### src/rtl/rbc_pkg.sv
// Shared types, constants and helpers for the reconnect backoff controller.
// No dependencies; the design files refer to this package by scoped names, the testbench imports it.
package rbc_pkg;

  localparam int unsigned DelayBits = 24;
  localparam int unsigned CountBits = 8;
  localparam int unsigned ShiftBits = $clog2(DelayBits);
  localparam int unsigned CfgIdxBits = 3;
  localparam int unsigned CfgDataBits = 24;

  localparam logic [CountBits-1:0] CountMax = {CountBits{1'b1}};

  // Link state codes.
  localparam logic [1:0] LinkDisc = 2'd0;
  localparam logic [1:0] LinkConnecting = 2'd1;
  localparam logic [1:0] LinkConnected = 2'd2;
  localparam logic [1:0] LinkReconn = 2'd3;

  // Item command codes.
  localparam logic CmdReport = 1'b0;
  localparam logic CmdTick = 1'b1;

  // Configuration register indexes.
  localparam logic [CfgIdxBits-1:0] RegAutoEnable = 3'd0;
  localparam logic [CfgIdxBits-1:0] RegServerKnown = 3'd1;
  localparam logic [CfgIdxBits-1:0] RegInitialDelay = 3'd2;
  localparam logic [CfgIdxBits-1:0] RegMaxDelay = 3'd3;
  localparam logic [CfgIdxBits-1:0] RegMaxAttempts = 3'd4;

  typedef enum logic [2:0] {
    EvNone = 3'd0,
    EvScheduled = 3'd1,
    EvLimit = 3'd2,
    EvReconnect = 3'd3,
    EvConnected = 3'd4
  } event_e;

  typedef struct packed {
    logic cmd;
    logic [1:0] new_state;
  } in_item_t;

  typedef struct packed {
    logic [2:0] event_res;
    logic [7:0] attempt_number;
    logic [DelayBits-1:0] retry_delay;
    logic [1:0] link_state;
  } out_item_t;

  typedef struct packed {
    logic auto_enable;
    logic server_known;
    logic [DelayBits-1:0] initial_delay;
    logic [DelayBits-1:0] max_delay;
    logic [7:0] max_attempts;
  } cfg_t;

  function automatic logic [CountBits-1:0] sat_inc(input logic [CountBits-1:0] v);
    return (v == CountMax) ? CountMax : v + 1'b1;
  endfunction

endpackage

### src/rtl/rbc_in_if.sv
// Input channel of the reconnect backoff controller: valid, ready and one item.
// Depends on rbc_pkg for the item type.
interface rbc_in_if;
  logic valid;
  logic ready;
  rbc_pkg::in_item_t payload;

  modport source(output valid, output payload, input ready);
  modport sink(input valid, input payload, output ready);
endinterface

### src/rtl/rbc_out_if.sv
// Result channel of the reconnect backoff controller: valid, ready and one result.
// Depends on rbc_pkg for the result type.
interface rbc_out_if;
  logic valid;
  logic ready;
  rbc_pkg::out_item_t payload;

  modport source(output valid, output payload, input ready);
  modport sink(input valid, input payload, output ready);
endinterface

### src/rtl/rbc_cfg.sv
// Configuration register file of the reconnect backoff controller.
// Depends on rbc_pkg for register indexes and the configuration struct.
module rbc_cfg (
  input  logic clk_i,
  input  logic rst_ni,
  input  logic cfg_we_i,
  input  logic [rbc_pkg::CfgIdxBits-1:0] cfg_idx_i,
  input  logic [rbc_pkg::CfgDataBits-1:0] cfg_wdata_i,
  output rbc_pkg::cfg_t cfg_o
);

  rbc_pkg::cfg_t cfg_q, cfg_d;

  always_comb begin
    cfg_d = cfg_q;
    if (cfg_we_i) begin
      unique case (cfg_idx_i)
        rbc_pkg::RegAutoEnable: cfg_d.auto_enable = cfg_wdata_i[0];
        rbc_pkg::RegServerKnown: cfg_d.server_known = cfg_wdata_i[0];
        rbc_pkg::RegInitialDelay: cfg_d.initial_delay = cfg_wdata_i[rbc_pkg::DelayBits-1:0];
        rbc_pkg::RegMaxDelay: cfg_d.max_delay = cfg_wdata_i[rbc_pkg::DelayBits-1:0];
        rbc_pkg::RegMaxAttempts: cfg_d.max_attempts = cfg_wdata_i[7:0];
        default: ;
      endcase
    end
  end

  always_ff @(posedge clk_i or negedge rst_ni) begin
    if (!rst_ni) begin
      cfg_q.auto_enable <= 1'b1;
      cfg_q.server_known <= 1'b0;
      cfg_q.initial_delay <= rbc_pkg::DelayBits'(5000);
      cfg_q.max_delay <= rbc_pkg::DelayBits'(30000);
      cfg_q.max_attempts <= 8'd5;
    end else begin
      cfg_q <= cfg_d;
    end
  end

  assign cfg_o = cfg_q;

endmodule

### src/rtl/rbc_delay.sv
// Backoff delay for the next retry: initial delay as is with no earlier attempt, else
// doubled per earlier attempt after the first and clamped to the maximum. Depends on rbc_pkg for widths.
module rbc_delay (
  input  logic [rbc_pkg::CountBits-1:0] attempt_count_i,
  input  logic [rbc_pkg::DelayBits-1:0] initial_delay_i,
  input  logic [rbc_pkg::DelayBits-1:0] max_delay_i,
  output logic [rbc_pkg::DelayBits-1:0] delay_o
);

  logic [rbc_pkg::CountBits-1:0] shift_amt;
  logic [2*rbc_pkg::DelayBits-1:0] grown;
  logic shift_too_far;

  assign shift_amt = attempt_count_i - 1'b1;
  assign shift_too_far = 32'(shift_amt) >= 32'(rbc_pkg::DelayBits);
  // The result is used only when the shift stays below DelayBits, so the double-width word cannot overflow there.
  assign grown = {{rbc_pkg::DelayBits{1'b0}}, initial_delay_i}
                 << shift_amt[rbc_pkg::ShiftBits-1:0];

  always_comb begin
    if (attempt_count_i == '0) begin
      delay_o = initial_delay_i;
    end else if (initial_delay_i == '0) begin
      delay_o = '0;
    end else if (shift_too_far) begin
      delay_o = max_delay_i;
    end else if (grown < {{rbc_pkg::DelayBits{1'b0}}, max_delay_i}) begin
      delay_o = grown[rbc_pkg::DelayBits-1:0];
    end else begin
      delay_o = max_delay_i;
    end
  end

endmodule

### src/rtl/rbc_core.sv
// Link state, attempt counter and retry countdown; computes one result per item.
// Depends on rbc_pkg and instantiates rbc_delay.
module rbc_core (
  input  logic clk_i,
  input  logic rst_ni,
  input  rbc_pkg::cfg_t cfg_i,
  input  logic fire_i,
  input  rbc_pkg::in_item_t item_i,
  output rbc_pkg::out_item_t result_o
);

  logic [1:0] state_q, state_d;
  logic [rbc_pkg::CountBits-1:0] count_q, count_d;
  logic [rbc_pkg::DelayBits-1:0] ticks_q, ticks_d;
  logic running_q, running_d;
  logic [rbc_pkg::DelayBits-1:0] next_delay;
  rbc_pkg::event_e ev;

  rbc_delay u_delay (
    .attempt_count_i(count_q),
    .initial_delay_i(cfg_i.initial_delay),
    .max_delay_i(cfg_i.max_delay),
    .delay_o(next_delay)
  );

  always_comb begin
    state_d = state_q;
    count_d = count_q;
    ticks_d = ticks_q;
    running_d = running_q;
    ev = rbc_pkg::EvNone;
    result_o.attempt_number = count_q;
    result_o.retry_delay = '0;

    if (item_i.cmd == rbc_pkg::CmdTick) begin
      if (running_q) begin
        // A loaded count of zero or one expires on the very next tick.
        if (ticks_q <= rbc_pkg::DelayBits'(1)) begin
          running_d = 1'b0;
          ticks_d = '0;
          count_d = rbc_pkg::sat_inc(count_q);
          ev = rbc_pkg::EvReconnect;
          result_o.attempt_number = count_d;
        end else begin
          ticks_d = ticks_q - 1'b1;
        end
      end
    end else if (item_i.new_state != state_q) begin
      state_d = item_i.new_state;
      if (item_i.new_state == rbc_pkg::LinkDisc) begin
        if (cfg_i.auto_enable && cfg_i.server_known) begin
          if (cfg_i.max_attempts != '0 && count_q >= cfg_i.max_attempts) begin
            ev = rbc_pkg::EvLimit;
          end else begin
            state_d = rbc_pkg::LinkReconn;
            ticks_d = next_delay;
            running_d = 1'b1;
            ev = rbc_pkg::EvScheduled;
            result_o.retry_delay = next_delay;
            result_o.attempt_number = rbc_pkg::sat_inc(count_q);
          end
        end
      end else if (item_i.new_state == rbc_pkg::LinkConnected) begin
        count_d = '0;
        running_d = 1'b0;
        ticks_d = '0;
        ev = rbc_pkg::EvConnected;
        result_o.attempt_number = '0;
      end
    end

    result_o.event_res = ev;
    result_o.link_state = state_d;
  end

  always_ff @(posedge clk_i or negedge rst_ni) begin
    if (!rst_ni) begin
      state_q <= rbc_pkg::LinkDisc;
      count_q <= '0;
      ticks_q <= '0;
      running_q <= 1'b0;
    end else if (fire_i) begin
      state_q <= state_d;
      count_q <= count_d;
      ticks_q <= ticks_d;
      running_q <= running_d;
    end
  end

endmodule

### src/rtl/reconnect_backoff_controller_unit.sv
// Reconnect backoff controller: link-state reports and timer ticks in, one
// result per item out. Uses rbc_pkg, rbc_in_if, rbc_out_if, rbc_cfg, rbc_core.
//
// Channels: in_i carries items (cmd, new_state); out_o carries results
// (event_res, attempt_number, retry_delay, link_state). Both transfer on a
// rising edge with valid and ready high. Configuration is a write port
// (cfg_we_i, cfg_idx_i, cfg_wdata_i) taken at any edge with cfg_we_i high,
// and is meant to change only while the block holds no item.
// An accepted item is held in the input register; its result passes through the
// state update into the result register and from there to out_o. Throughput is
// one item per cycle while the receiver takes results, set by the single pass from the
// input register through the state update and the shift-and-clamp delay logic
// into the result register.
// Reset clears the link state to disconnected, the attempt count and the
// countdown, restores the register defaults and empties both registers.
// When the receiver stalls, the result register holds its result and the
// input register still takes one more item; after that in_i.ready drops.
module reconnect_backoff_controller_unit (
  input  logic clk_i,
  input  logic rst_ni,
  input  logic cfg_we_i,
  input  logic [rbc_pkg::CfgIdxBits-1:0] cfg_idx_i,
  input  logic [rbc_pkg::CfgDataBits-1:0] cfg_wdata_i,
  rbc_in_if.sink in_i,
  rbc_out_if.source out_o
);

  rbc_pkg::cfg_t cfg;
  rbc_pkg::in_item_t in_item_q;
  rbc_pkg::out_item_t result, out_item_q;
  logic in_vld_q, out_vld_q;
  logic advance;

  rbc_cfg u_cfg (
    .clk_i(clk_i),
    .rst_ni(rst_ni),
    .cfg_we_i(cfg_we_i),
    .cfg_idx_i(cfg_idx_i),
    .cfg_wdata_i(cfg_wdata_i),
    .cfg_o(cfg)
  );

  rbc_core u_core (
    .clk_i(clk_i),
    .rst_ni(rst_ni),
    .cfg_i(cfg),
    .fire_i(advance),
    .item_i(in_item_q),
    .result_o(result)
  );

  // The held item moves on whenever the result register is free or drains now.
  assign advance = in_vld_q && (!out_vld_q || out_o.ready);
  assign in_i.ready = !in_vld_q || advance;

  always_ff @(posedge clk_i or negedge rst_ni) begin
    if (!rst_ni) begin
      in_vld_q <= 1'b0;
      out_vld_q <= 1'b0;
    end else begin
      if (in_i.ready) begin
        in_vld_q <= in_i.valid;
      end
      if (advance) begin
        out_vld_q <= 1'b1;
      end else if (out_o.ready) begin
        out_vld_q <= 1'b0;
      end
    end
  end

  always_ff @(posedge clk_i) begin
    if (in_i.valid && in_i.ready) begin
      in_item_q <= in_i.payload;
    end
    if (advance) begin
      out_item_q <= result;
    end
  end

  assign out_o.valid = out_vld_q;
  assign out_o.payload = out_item_q;

  a_sched_reconn: assert property (@(posedge clk_i) disable iff (!rst_ni)
    out_o.valid && out_o.payload.event_res == rbc_pkg::EvScheduled
    |-> out_o.payload.link_state == rbc_pkg::LinkReconn)
    else $error("scheduled retry without reconnecting state");

  a_delay_only_sched: assert property (@(posedge clk_i) disable iff (!rst_ni)
    out_o.valid && out_o.payload.event_res != rbc_pkg::EvScheduled
    |-> out_o.payload.retry_delay == '0)
    else $error("retry delay set on a result that schedules nothing");

  a_connected_clear: assert property (@(posedge clk_i) disable iff (!rst_ni)
    out_o.valid && out_o.payload.event_res == rbc_pkg::EvConnected
    |-> out_o.payload.attempt_number == '0
        && out_o.payload.link_state == rbc_pkg::LinkConnected)
    else $error("connected result with nonzero count or wrong state");

  a_stall_holds_item: assert property (@(posedge clk_i) disable iff (!rst_ni)
    !in_i.ready |-> in_vld_q && out_vld_q && !out_o.ready)
    else $error("input stalled without a full pipeline");

endmodule

### src/flat_wrapper.sv
// flat-port wrapper written by rule: the top's interface ports become plain ports
module reconnect_backoff_controller_unit_flat 
  (clk_i, rst_ni, cfg_we_i, cfg_idx_i, cfg_wdata_i, in_i_valid, in_i_payload, in_i_ready, out_o_valid, out_o_payload, out_o_ready);
  rbc_in_if in_i_i ();
  rbc_out_if out_o_i ();
  input  logic clk_i;
  input  logic rst_ni;
  input  logic cfg_we_i;
  input  logic [rbc_pkg::CfgIdxBits-1:0] cfg_idx_i;
  input  logic [rbc_pkg::CfgDataBits-1:0] cfg_wdata_i;
  input wire logic [$bits(in_i_i.valid)-1:0] in_i_valid;
  input wire logic [$bits(in_i_i.payload)-1:0] in_i_payload;
  output wire logic [$bits(in_i_i.ready)-1:0] in_i_ready;
  output wire logic [$bits(out_o_i.valid)-1:0] out_o_valid;
  output wire logic [$bits(out_o_i.payload)-1:0] out_o_payload;
  input wire logic [$bits(out_o_i.ready)-1:0] out_o_ready;
  assign in_i_i.valid = in_i_valid;
  assign in_i_i.payload = in_i_payload;
  assign in_i_ready = in_i_i.ready;
  assign out_o_valid = out_o_i.valid;
  assign out_o_payload = out_o_i.payload;
  assign out_o_i.ready = out_o_ready;
  reconnect_backoff_controller_unit u_core (.clk_i(clk_i), .rst_ni(rst_ni), .cfg_we_i(cfg_we_i), .cfg_idx_i(cfg_idx_i), .cfg_wdata_i(cfg_wdata_i), .in_i(in_i_i), .out_o(out_o_i));
endmodule
### config.mk
export PLATFORM = sky130hd
export DESIGN_NAME = reconnect_backoff_controller_unit_flat
export DESIGN_NICKNAME = d
export VERILOG_FILES = /design/src/rtl/rbc_pkg.sv /design/src/rtl/rbc_in_if.sv /design/src/rtl/rbc_out_if.sv /design/src/rtl/rbc_cfg.sv /design/src/rtl/rbc_delay.sv /design/src/rtl/rbc_core.sv /design/src/rtl/reconnect_backoff_controller_unit.sv /design/src/flat_wrapper.sv
export SDC_FILE = /design/constraint.sdc
export NUM_CORES = 1
export LEC_CHECK = 0
export ABC_CLOCK_PERIOD_IN_PS = 6900
export BUFFER_PORTS_ARGS = -buffer_cell sky130_fd_sc_hd__buf_2
export CAP_MARGIN = 30
export CORE_ASPECT_RATIO = 0.7
export CORE_MARGIN = 2
export CORE_UTILIZATION = 40
export DETAILED_ROUTE_END_ITERATION = 8
export GPL_TIMING_DRIVEN = 0
export HOLD_SLACK_MARGIN = 0.08
export PLACE_DENSITY = 0.55
export SLEW_MARGIN = 20
export SYNTH_ARGS = -nofsm -noshare
export SYNTH_HDL_FRONTEND = slang
export SYNTH_SLANG_ARGS = --single-unit
### constraint.sdc
create_clock -name clk_i -period 6.9 [get_ports clk_i]
set_input_delay 0.69 -clock clk_i [delete_from_list [all_inputs] [get_ports clk_i]]
set_output_delay 0.69 -clock clk_i [all_outputs]
set_load 0.05 [all_outputs]
==> results.json <==
{
  "ant_nets": 0,
  "period_share_pct": 95.2,
  "regToRegSetupSlack_ns": 0.33,
  "crit_type": "flip-flop to flip-flop",
  "p_leak_nw": 4.55,
  "num_io_pins": 74,
  "synthFlopType": "dfrtp_1",
  "grt_max_degree": 49,
  "coreArea_mm2": 0.0244,
  "setup_viol": 0,
  "grt_pass1_wl_um": 53700,
  "vias": 9126,
  "clkTransAtPathRegs_ns": 0.06,
  "dp.cells": 1436,
  "slew-limit-headroom_pct": 40.1,
  "overflow": 0,
  "peakVddDrop_mv": 0.218,
  "yosys_warnings": 0,
  "ctsLongestPathBuffers": 2,
  "finalNonFillerCells": 1469,
  "dieHeight_um": 136,
  "r2r_cells": 22,
  "drc": 0,
  "slew_violations": 0,
  "clkSinkCount": 135,
  "drive_gt1_share_pct": 22.8,
  "clk_latency_ns": 0.44,
  "ctsRootBufferMaster": "clkbuf_16",
  "final_common_cell": "buf_2",
  "dp_hpwl_um": 27000,
  "crit_arrival_ns": 6.87,
  "timing.rr.end": "u_core.out_o.payload[20]",
  "die-area_mm2": 0.0260,
  "setup_tns_ns": 0,
  "max_slew.worst_pin.slew_ns": 0.892,
  "track_usage_pct": 28.0,
  "period_needed_ns": 6.57,
  "maxCapViolations": 0,
  "final.setup.worst_slack_ns": 0.329,
  "p_per_area_mw_per_mm2": 361,
  "htreeDepth": 4,
  "min_path_type": "primary input to async pin",
  "area_growth_pct": 14.5,
  "fmax_mhz": 152,
  "hold_viol_final": 0,
  "first_global_vias": 8490,
  "core.rowCount": 48,
  "synth-seq-area-share_pct": 36.4,
  "crit_fanout": 12,
  "async_flop_share_pct": 70.4,
  "antenna_found_initial": 0,
  "synth_cell_types": 99,
  "synth_fp_nets": 1107,
  "initial_core_util_pct": 40.4,
  "synth-seq-cells": 135,
  "rsz0062_at_grt": "no",
  "dr.pass1.iters": 7,
  "cts_resized": 0,
  "cp_data_required_time_ns": 7.20,
  "reg2reg_from": "u_core.u_core.count_q[0]",
  "via_per_inst": 6.21,
  "outcome": "completed",
  "drt-total-wl_um": 35400,
  "synth_edf_count": 40,
  "cts_hold_buffers": 0,
  "final_nets": 1201,
  "place_congestion": 0.972,
  "cts_tree": "yes",
  "final_util_pct": 46.3,
  "numPortBuffers": 73,
  "preCtsSetupSlack_ns": 0.441,
  "finalClockSkew_ns": 0.00641,
  "cts_buffers": 17,
  "syn-mean-instance-area_um2": 9.54,
  "layout_common_cells": "81 x buf_2, 80 x dfrtp_1, 78 x nor2_1",
  "synthCells": 1036,
  "post-cts-setup-buffers": 0,
  "die_w_um": 192,
  "synth_area_mm2": 0.00988,
  "cp-start-kind": "flip-flop",
  "end_kind": "flip-flop",
  "drt-initial-drc-count": 1158,
  "avgRoutedWirePerCell_um": 24.1
}
[registers in the layout (all words and copies together) (netlist names)]
signal                   cells
u_core.out_o.valid           1
u_core.u_cfg.cfg_o          58
u_core.in_item_q             3
u_core.out_o.payload        37
u_core.u_core.count_q        8
u_core.u_core.running_q      1
u_core.u_core.ticks_q       24
u_core.in_vld_q              1
u_core.u_core.state_q        2
[metal layers]
| layer | global-route usage [%] | up-vias | part of all wire (%) |
|---|---|---|---|
| met5 | 2.12 | - | 0.22 |
| met4 | 7.52 | 2 | 2.0 |
| met3 | 7.67 | 70 | 11 |
| met2 | 36.7 | 492 | 39 |
| met1 | 43.8 | 4428 | 48 |
| li1 | - | 4134 | - |
[logic make-up after synthesis]
family / synth area share [%]
multiplexers: 15.4
buffers and inverters: 5.60
flip-flops: 36.4
AND/OR/NAND/NOR: 18.0
adder cells (fa/ha/maj): 4.56
AO/OA/AOI/OAI: 19.1
XOR/XNOR: 0.988
[critical path, cell delays in order (launching register included)]
cell	delay, ns
dfrtp_1	0.45
buf_6	0.18
inv_2	0.22
buf_2	0.40
ha_1	0.22
buf_2	0.22
nand2_1	0.09
xnor2_1	0.64
clkbuf_1	0.44
clkbuf_1	0.51
nand2_1	0.09
o21ai_0	0.18
ha_1	0.32
a21o_1	0.16
a21o_1	0.17
a21oi_1	0.19
o32ai_1	0.14
a311oi_4	0.41
and2_1	0.20
buf_6	0.17
a21oi_1	0.09
o31ai_1	0.72
and2_1	0.22
[per-stage QoR]
| step | instance area, µm² | hold slack [ns] | total power (W) |
|---|---|---|---|
| final | 11300 | 0.194 | 0.00408 |
| after global placement | 10700 | 0.491 | 0.00308 |
| after floorplan | 9880 | 0.394 | 0.00246 |
| after global routing | 11300 | 0.219 | 0.00429 |
| after detailed placement | 10700 | 0.489 | 0.00308 |
| after CTS | 11300 | 0.206 | 0.00404 |
[how the worst max path moves through the flow]
| stage | end | slack [ns] | start |
|---|---|---|---|
| 2_1_floorplan | u_core.out_o.payload[14] | 2.02 | u_core.u_core.count_q[0] |
| 3_3_place_gp | u_core.out_o.payload[20] | 0.43 | u_core.u_core.count_q[0] |
| 3_5_place_dp | u_core.out_o.payload[20] | 0.44 | u_core.u_core.count_q[0] |
| 4_1_cts | u_core.out_o.payload[20] | 0.41 | u_core.u_core.count_q[0] |
| 5_1_grt | u_core.out_o.payload[5] | 0.02 | u_core.u_core.count_q[0] |
| 6_report | u_core.out_o.payload[20] | 0.33 | u_core.u_core.count_q[0] |
[cell usage after synthesis (all sizes together), types with 4 or more instances]
cell type  count  share of area (%)
nor2          80                3.1
ha            36                4.6
or3            8               0.51
nor4          17                1.2
a222oi         8               0.81
mux2          73                8.3
nand2b        14               0.96
xnor2          5               0.44
o31ai         13                1.1
dfstp         15                4.0
a32oi          5               0.44
nor3b          4               0.30
a31oi         17                1.1
mux2i         30                3.2
edfxtp        40                 12
xor2           4               0.54
nor2b          7               0.44
a21oi         65                3.3
nand2         76                3.2
a21o          11               0.84
a221o          7               0.71
o22ai          7               0.44
or4           10               0.76
and3           6               0.38
a41oi          9               0.87
o21ai         62                3.1
mux4          17                3.9
nand3         30                1.6
o2bb2ai        5               0.44
inv           51                1.9
dfrtp         80                 20
o32ai          4               0.35
nor3          39                2.0
nand4         24                1.5
clkbuf        48                1.8
o211ai         9               0.68
buf           23                1.8
and2          14               0.89
[where the power goes]
part           switching (W)  leakage (nW)  total (W)  internal, W
combinational        0.00123          2.72    0.00197     0.000745
sequential          0.000197          1.53    0.00118     0.000983
clock               0.000367         0.298   0.000934     0.000568
total                0.00179          4.55    0.00408      0.00230
[layout make-up]
class,instances,area [µm²]
Fill cell,2378,13100
Multi-Input combinational cell,778,5730
Sequential cell,135,3600
Clock buffer,24,523
Timing Repair Buffer,75,419
Tap cell,325,407
Buffer,71,358
Inverter,52,195
Clock inverter,8,82.6
Antenna cell,1,2.50
No activity file was read; power rests on OpenSTA's default activity.
